## src/rtl/qtl_pkg.sv

```systemverilog
// Package for the quoted token lexer: byte codes, the status code type and
// the structs passed between the lexer step logic and the top level.
// No dependencies.
package qtl_pkg;

  localparam logic [7:0] CH_QUOTE  = 8'h22;
  localparam logic [7:0] CH_BSLASH = 8'h5C;
  localparam logic [7:0] CH_SPACE  = 8'h20;
  localparam logic [7:0] CH_TAB    = 8'h09;
  localparam logic [7:0] CH_LF     = 8'h0A;
  localparam logic [7:0] CH_CR     = 8'h0D;
  localparam logic [7:0] CH_LOW_N  = 8'h6E;
  localparam logic [7:0] CH_LOW_R  = 8'h72;
  localparam logic [7:0] CH_LOW_T  = 8'h74;
  localparam logic [7:0] CH_ZERO   = 8'h30;

  typedef enum logic [1:0] {
    STATUS_OK     = 2'd0,
    STATUS_ESCAPE = 2'd1,
    STATUS_QUOTE  = 2'd2
  } status_e;

  typedef struct packed {
    logic escape_pending;
    logic inside_quotes;
    logic token_open;
  } lex_state_t;

  typedef struct packed {
    logic [7:0] text_byte;
    logic       has_byte;
    logic       end_of_text;
  } lex_in_t;

  typedef struct packed {
    logic       out_valid;
    logic [7:0] out_byte;
    logic       token_end;
    logic       text_done;
    status_e    status;
  } lex_res_t;

endpackage

```

## src/rtl/quoted_token_lexer_unit.sv

```systemverilog
// Top level of the quoted token lexer: input register, lexer state flags,
// result register and the valid/stall flow control around them.
// Depends on qtl_pkg and qtl_step.
//
//   channel | direction | handshake              | payload
//   --------+-----------+------------------------+---------------------------------
//   input   | in        | in_valid_i, in_stall_o | text_byte_i, has_byte_i,
//           |           |                        | end_of_text_i
//   result  | out       | res_valid_o,           | out_valid_o, out_byte_o,
//           |           | res_stall_i            | token_end_o, text_done_o, status_o
//
// One word is accepted per cycle while in_stall_o is low, and one result word is
// given for each input word. A word is held in the input register, and its
// result is loaded into the result register when the word moves on.
// The three state flags are updated in the cycle a word moves from the input
// register into the result register, so the following word sees them at once.
// Reset clears both valid flags and the state flags.
// A stall on the result side holds the result register; the input register
// still takes a word while it is empty, and in_stall_o rises only when both
// registers hold a word and the result cannot move.
module quoted_token_lexer_unit (
  input  logic       clk_i,
  input  logic       rst_ni,
  input  logic       in_valid_i,
  output logic       in_stall_o,
  input  logic [7:0] text_byte_i,
  input  logic       has_byte_i,
  input  logic       end_of_text_i,
  output logic       res_valid_o,
  input  logic       res_stall_i,
  output logic       out_valid_o,
  output logic [7:0] out_byte_o,
  output logic       token_end_o,
  output logic       text_done_o,
  output logic [1:0] status_o
);
  import qtl_pkg::*;

  lex_in_t    in_q;
  logic       in_valid_q;
  lex_state_t state_q;
  lex_state_t state_d;
  lex_res_t   res_q;
  lex_res_t   res_d;
  logic       res_valid_q;

  // The result register can load when it is empty or is being taken.
  logic res_en;
  // The word in the input register moves into the result register.
  logic advance;
  // A new word enters the input register.
  logic in_take;

  assign res_en     = !res_valid_q || !res_stall_i;
  assign advance    = in_valid_q && res_en;
  assign in_stall_o = in_valid_q && !res_en;
  assign in_take    = in_valid_i && !in_stall_o;

  qtl_step u_step (
    .in_i    (in_q),
    .state_i (state_q),
    .res_o   (res_d),
    .state_o (state_d)
  );

  always_ff @(posedge clk_i or negedge rst_ni) begin
    if (!rst_ni) begin
      in_valid_q  <= 1'b0;
      res_valid_q <= 1'b0;
      state_q     <= '0;
    end else begin
      if (in_take) begin
        in_valid_q <= 1'b1;
      end else if (advance) begin
        in_valid_q <= 1'b0;
      end
      if (res_en) begin
        res_valid_q <= in_valid_q;
      end
      if (advance) begin
        state_q <= state_d;
      end
    end
  end

  // Payload registers carry no reset; their valid flags guard them.
  always_ff @(posedge clk_i) begin
    if (in_take) begin
      in_q.text_byte   <= text_byte_i;
      in_q.has_byte    <= has_byte_i;
      in_q.end_of_text <= end_of_text_i;
    end
    if (advance) begin
      res_q <= res_d;
    end
  end

  assign res_valid_o = res_valid_q;
  assign out_valid_o = res_q.out_valid;
  assign out_byte_o  = res_q.out_byte;
  assign token_end_o = res_q.token_end;
  assign text_done_o = res_q.text_done;
  assign status_o    = res_q.status;

`ifndef ASSERT_OFF
  // The state flags return to reset after an end-of-text word is processed.
  a_eot_clears_state : assert property (
    @(posedge clk_i) disable iff (!rst_ni)
    (advance && in_q.end_of_text) |=> (state_q == '0)
  ) else $error("lexer state not cleared after end of text");

  // An error status only comes with the end-of-text mark and never with a token end.
  a_status_on_done : assert property (
    @(posedge clk_i) disable iff (!rst_ni)
    (res_valid_q && (res_q.status != STATUS_OK)) |-> (res_q.text_done && !res_q.token_end)
  ) else $error("error status outside an end-of-text result");

  // A held word in the input register is not dropped.
  a_in_word_kept : assert property (
    @(posedge clk_i) disable iff (!rst_ni)
    (in_valid_q && !advance) |=> in_valid_q
  ) else $error("input word lost while the result side stalled");
`endif

endmodule

```

## src/rtl/qtl_step.sv

```systemverilog
// Combinational lexer step: one input word and the current state give one
// result and the next state.
// Depends on qtl_pkg.
module qtl_step (
  input  qtl_pkg::lex_in_t    in_i,
  input  qtl_pkg::lex_state_t state_i,
  output qtl_pkg::lex_res_t   res_o,
  output qtl_pkg::lex_state_t state_o
);
  import qtl_pkg::*;

  function automatic logic [7:0] translate_escape(input logic [7:0] b);
    logic [7:0] r;
    case (b)
      CH_LOW_N: r = CH_LF;
      CH_LOW_R: r = CH_CR;
      CH_LOW_T: r = CH_TAB;
      CH_ZERO:  r = 8'h00;
      default:  r = b;
    endcase
    return r;
  endfunction

  function automatic logic is_space(input logic [7:0] b);
    logic r;
    case (b) inside
      CH_SPACE, CH_TAB, CH_LF, CH_CR: r = 1'b1;
      default:                        r = 1'b0;
    endcase
    return r;
  endfunction

  always_comb begin
    res_o   = '0;
    state_o = state_i;

    if (in_i.has_byte) begin
      if (state_i.escape_pending) begin
        res_o.out_valid        = 1'b1;
        res_o.out_byte         = translate_escape(in_i.text_byte);
        state_o.escape_pending = 1'b0;
      end else if (in_i.text_byte == CH_BSLASH) begin
        state_o.escape_pending = 1'b1;
      end else if (state_i.inside_quotes) begin
        if (in_i.text_byte == CH_QUOTE) begin
          // A closing quote ends the token even when it is empty.
          res_o.token_end       = 1'b1;
          state_o.inside_quotes = 1'b0;
          state_o.token_open    = 1'b0;
        end else begin
          res_o.out_valid = 1'b1;
          res_o.out_byte  = in_i.text_byte;
        end
      end else if (in_i.text_byte == CH_QUOTE) begin
        res_o.token_end       = state_i.token_open;
        state_o.token_open    = 1'b0;
        state_o.inside_quotes = 1'b1;
      end else if (is_space(in_i.text_byte)) begin
        res_o.token_end    = state_i.token_open;
        state_o.token_open = 1'b0;
      end else begin
        res_o.out_valid = 1'b1;
        res_o.out_byte  = in_i.text_byte;
      end
      if (res_o.out_valid) begin
        state_o.token_open = 1'b1;
      end
    end

    if (in_i.end_of_text) begin
      res_o.text_done = 1'b1;
      if (state_o.escape_pending) begin
        res_o.status    = STATUS_ESCAPE;
        res_o.token_end = 1'b0;
      end else if (state_o.inside_quotes) begin
        res_o.status    = STATUS_QUOTE;
        res_o.token_end = 1'b0;
      end else if (state_o.token_open) begin
        res_o.token_end = 1'b1;
      end
      state_o = '0;
    end
  end

endmodule

```

## config.mk

```make
export PLATFORM = sky130hd
export DESIGN_NAME = quoted_token_lexer_unit
export DESIGN_NICKNAME = d
export VERILOG_FILES = /design/src/rtl/qtl_pkg.sv /design/src/rtl/quoted_token_lexer_unit.sv /design/src/rtl/qtl_step.sv
export SDC_FILE = /design/constraint.sdc
export NUM_CORES = 1
export LEC_CHECK = 0
export ABC_AREA = 1
export BUFFER_PORTS_ARGS = -buffer_cell sky130_fd_sc_hd__buf_4
export CAP_MARGIN = 40
export CORE_MARGIN = 4
export CORE_UTILIZATION = 47
export DETAILED_ROUTE_END_ITERATION = 10
export PLACE_DENSITY_LB_ADDON = 0.15
export RECOVER_POWER = 50
export SLEW_MARGIN = 0
export SYNTH_ARGS = -nofsm -noshare
export SYNTH_HDL_FRONTEND = slang
export SYNTH_SLANG_ARGS = --single-unit
```

## constraint.sdc

```tcl
create_clock -name clk_i -period 1.67 [get_ports clk_i]
set_clock_uncertainty 0.15 [all_clocks]
set_input_delay 0.0835 -clock clk_i [delete_from_list [all_inputs] [get_ports clk_i]]
set_output_delay 0.0835 -clock clk_i [all_outputs]
set_load 0.05 [all_outputs]
```

==> impl_metrics.csv <==
group,metric,value,unit
run_status,status,"complete, but fails checks",
run_status,failed_checks,"setup timing",
global_route,grt_max_degree,16,
finish,fin_cells,244,
pwr,p_total,1.588,mW
finish,n_antenna_cell,0,
synthesis,syn-num-nets,159,
cts,cts_clk_pin_slew_worst_paths,0.15,ns
die,floorplan.die_area,0.003730,mm2
pwr,irDropWorstVdd,0.6640,mV
routing,number_of_search_and_repair_iterations_in_the_first_detailed_routing_pass,5,
die,ioPinCount,29,
timing,fin_hold_ws,0.3296,ns
timing,unrepaired_setup_endpoints_after_global_routing,"yes",
setup_path,worst-endpoint-required,1.63,ns
global_route,grt_antenna_before_repair,0,
die,rows,18,
synthesis,synth-seq-cells,28,
global_route,grt_first_pass_wirelength,5.023,mm
finish,layout-drive-gt1-share,0.3318,
timing,timing_worst_slew_pin_value,0.6003,ns
synthesis,synthesis.yosys.warnings,0,
finish,final_cell_mix,"sky130_fd_sc_hd__nand2_1, sky130_fd_sc_hd__buf_4, sky130_fd_sc_hd__edfxtp_1",
setup_path,critical_path_class,"register to register",
cts,worst_skew_pair.late_latency,0.33,ns
timing,post-route-worst-setup-slack,-0.1685,ns
timing,drv_slew,0,
cts,clock-sinks,28,
timing,relative_slew_margins,0.6015,
synthesis,synth_cell_types,19,
place,finalWeightedCongestion,0.9357,
finish,num-nets-final,229,
place,place_worst_setup_slack,-0.1145,ns
timing,period_minus_slack,1.839,ns
die,fp.dieH,61.07,um
finish,final_common_cell,"sky130_fd_sc_hd__nand2_1",
routing,drc_violations,0,
global_route,tot_gr_track_use,0.1819,
synthesis,postSynthAreaPerCell,9.129,um2
place,half_perimeter_wire_length_of_the_detailed_placement_result,1.883,mm
global_route,via_count_of_the_first_global_routing_pass,1202,
setup_path,crit_path_start_kind,"register",
place,place.port_buffers,28,
job,drv_cap,0,
die,initial_utilization,0.5111,
synthesis,synth-main-ff-cell,"sky130_fd_sc_hd__edfxtp_1",
routing,route.detailed.wl_per_inst,12.45,um
finish,area.growth.synth_to_final,46.50,%
min_path,path_type_of_the_worst_min_delay_path,"primary input to register",
timing,hold_viol_final,0,
die,chip_width,61.07,um
routing,detailedRoute.firstIterationViolations,25,
cts,cts_made_buffers,3,
timing,max_freq,0.5439,GHz
timing,fin_setup_tns,-1.205,ns
routing,routed_wirelength,3.038,mm
pwr,power.leakage,0.9028,nW
synthesis,postSynthCellCount,145,
routing,route.detailed.vias_per_inst,4.820,
synthesis,synth.cell_area,0.001324,mm2
cts,tritoncts,"built",
synthesis,ys_seq_area_frac,0.6163,
die,design.core.area,0.002590,mm2
synthesis,synth-edff-count,23,
place,dp_cells,215,
routing,ant_nets,0,
synthesis,synth_async_sr_flop_share,0.1786,
synthesis,synthDominantAreaCellType,"sky130_fd_sc_hd__edfxtp_1",
timing,setup-violations-final,11,
routing,dr_total_vias,1176,
timing,post-route-period-util,1.101,
setup_path,arrival,1.79,ns
setup_path,timing.critical_path.fanout_max,4,
setup_path,worst-r2r-setup-slack,-0.17,ns
setup_path,crit_path_end_kind,"register",
global_route,grt_remaining_overflow,0,
cts,htreeDepth,1,
cts,ctsLongestPathBuffers,2,
cts,cts_root_buffer,"sky130_fd_sc_hd__clkbuf_4",
synthesis,synth.area.top_cells,"sky130_fd_sc_hd__edfxtp_1, sky130_fd_sc_hd__nand2_1, sky130_fd_sc_hd__dfrtp_1",
pwr,power_per_cell_area,818.9,mW/mm2
synthesis,yosys.area.top_type_share,0.5217,
state kept, by name (all words and copies together), names as in the netlist:
signal and cells:
in_q 10, state_q 3, text_done_o 1, status_o 2, res_valid_o 1, in_valid_q 1, token_end_o 1, out_byte_o 8
out_valid_o 1
critical path: stages (launching register included):
cell and delay, ns:
sky130_fd_sc_hd__edfxtp_1 0.50, sky130_fd_sc_hd__nor2_1 0.19, sky130_fd_sc_hd__nand2_1 0.08, sky130_fd_sc_hd__nor2_1 0.13
sky130_fd_sc_hd__nor2_1 0.07, sky130_fd_sc_hd__nand2_1 0.07, sky130_fd_sc_hd__nand2_1 0.06, sky130_fd_sc_hd__nand2_1 0.07
sky130_fd_sc_hd__nand2_2 0.08, sky130_fd_sc_hd__nand2_4 0.09, sky130_fd_sc_hd__buf_4 0.10, sky130_fd_sc_hd__a21oi_1 0.03
what timing repair did:
item,in CTS,in global routing
hold endpoints to repair,17,0
endpoints found under the setup margin,11,15
resized for setup,9,10
pin swaps,9,10
hold buffers,15,0
cloned,0,0
buffers inserted,3,7
layout make-up:
type	count	area (um2)
Sequential cell	28	817.0
Fill cell	172	650.6
Timing Repair Buffer	65	484.2
Multi-Input combinational cell	92	480.5
Inverter	25	93.84
Tap cell	30	37.54
Clock buffer	3	22.52
Clock inverter	1	3.754
where the power goes:
part	internal [mW]	switching (mW)	leakage [nW]
clock	0.0878	0.198	0.0154
sequential	0.834	0.0376	0.286
combinational	0.152	0.279	0.601
through the flow:
| step | cell area (um2) | util |
|---|---|---|
| 2_1_floorplan | 1343 | - |
| 3_3_place_gp | 1680 | 0.6488 |
| 3_5_place_dp | 1680 | 0.6488 |
| 4_1_cts | 1891 | 0.7300 |
| 5_1_grt | 1939 | 0.7488 |
| 6_report | 1939 | 0.7488 |
Yosys cell counts, types with 2 or more instances:
| master | number |
|---|---|
| sky130_fd_sc_hd__nand2_1 | 39 |
| sky130_fd_sc_hd__inv_1 | 24 |
| sky130_fd_sc_hd__edfxtp_1 | 23 |
| sky130_fd_sc_hd__nor2_1 | 18 |
| sky130_fd_sc_hd__nand3_1 | 9 |
| sky130_fd_sc_hd__dfrtp_1 | 5 |
| sky130_fd_sc_hd__a21oi_1 | 4 |
| sky130_fd_sc_hd__nand2_2 | 3 |
| sky130_fd_sc_hd__nand4_1 | 3 |
| sky130_fd_sc_hd__nor2_2 | 3 |
| sky130_fd_sc_hd__nor3_1 | 3 |
| sky130_fd_sc_hd__o21ai_0 | 2 |
| sky130_fd_sc_hd__o21ai_1 | 2 |
| sky130_fd_sc_hd__o22ai_1 | 2 |
cell families (layout without fill, tap and decap cells):
family	after synthesis	in the layout	synth area share
DFF	28	28	0.6163
AOI/OAI and AO/OA	10	10	0.03970
and+or+nand+nor	82	82	0.2732
buffers and inverters	25	94	0.07089
per-layer routing:
metal,share of wire,up-vias,GRT usage
met3,0.050,6,0.02935
met4,0.013,0,0.08050
met5,0,-,0
li1,-,607,-
met1,0.42,529,0.2073
met2,0.51,34,0.3323
worst paths after layout:
check | from | to | cells past startpoint
setup / recovery | in_q[3] | out_byte_o[1] | 11
hold / removal | text_byte_i[6] | in_q[8] | 2
setup reg to reg | in_q[3] | out_byte_o[1] | 11
hold reg to reg | state_q[0] | state_q[0] | 2
max in group asynchronous | rst_ni | res_valid_o | 3
min in group asynchronous | rst_ni | state_q[1] | 3
Note: power is estimated with default switching activity, not from simulation.
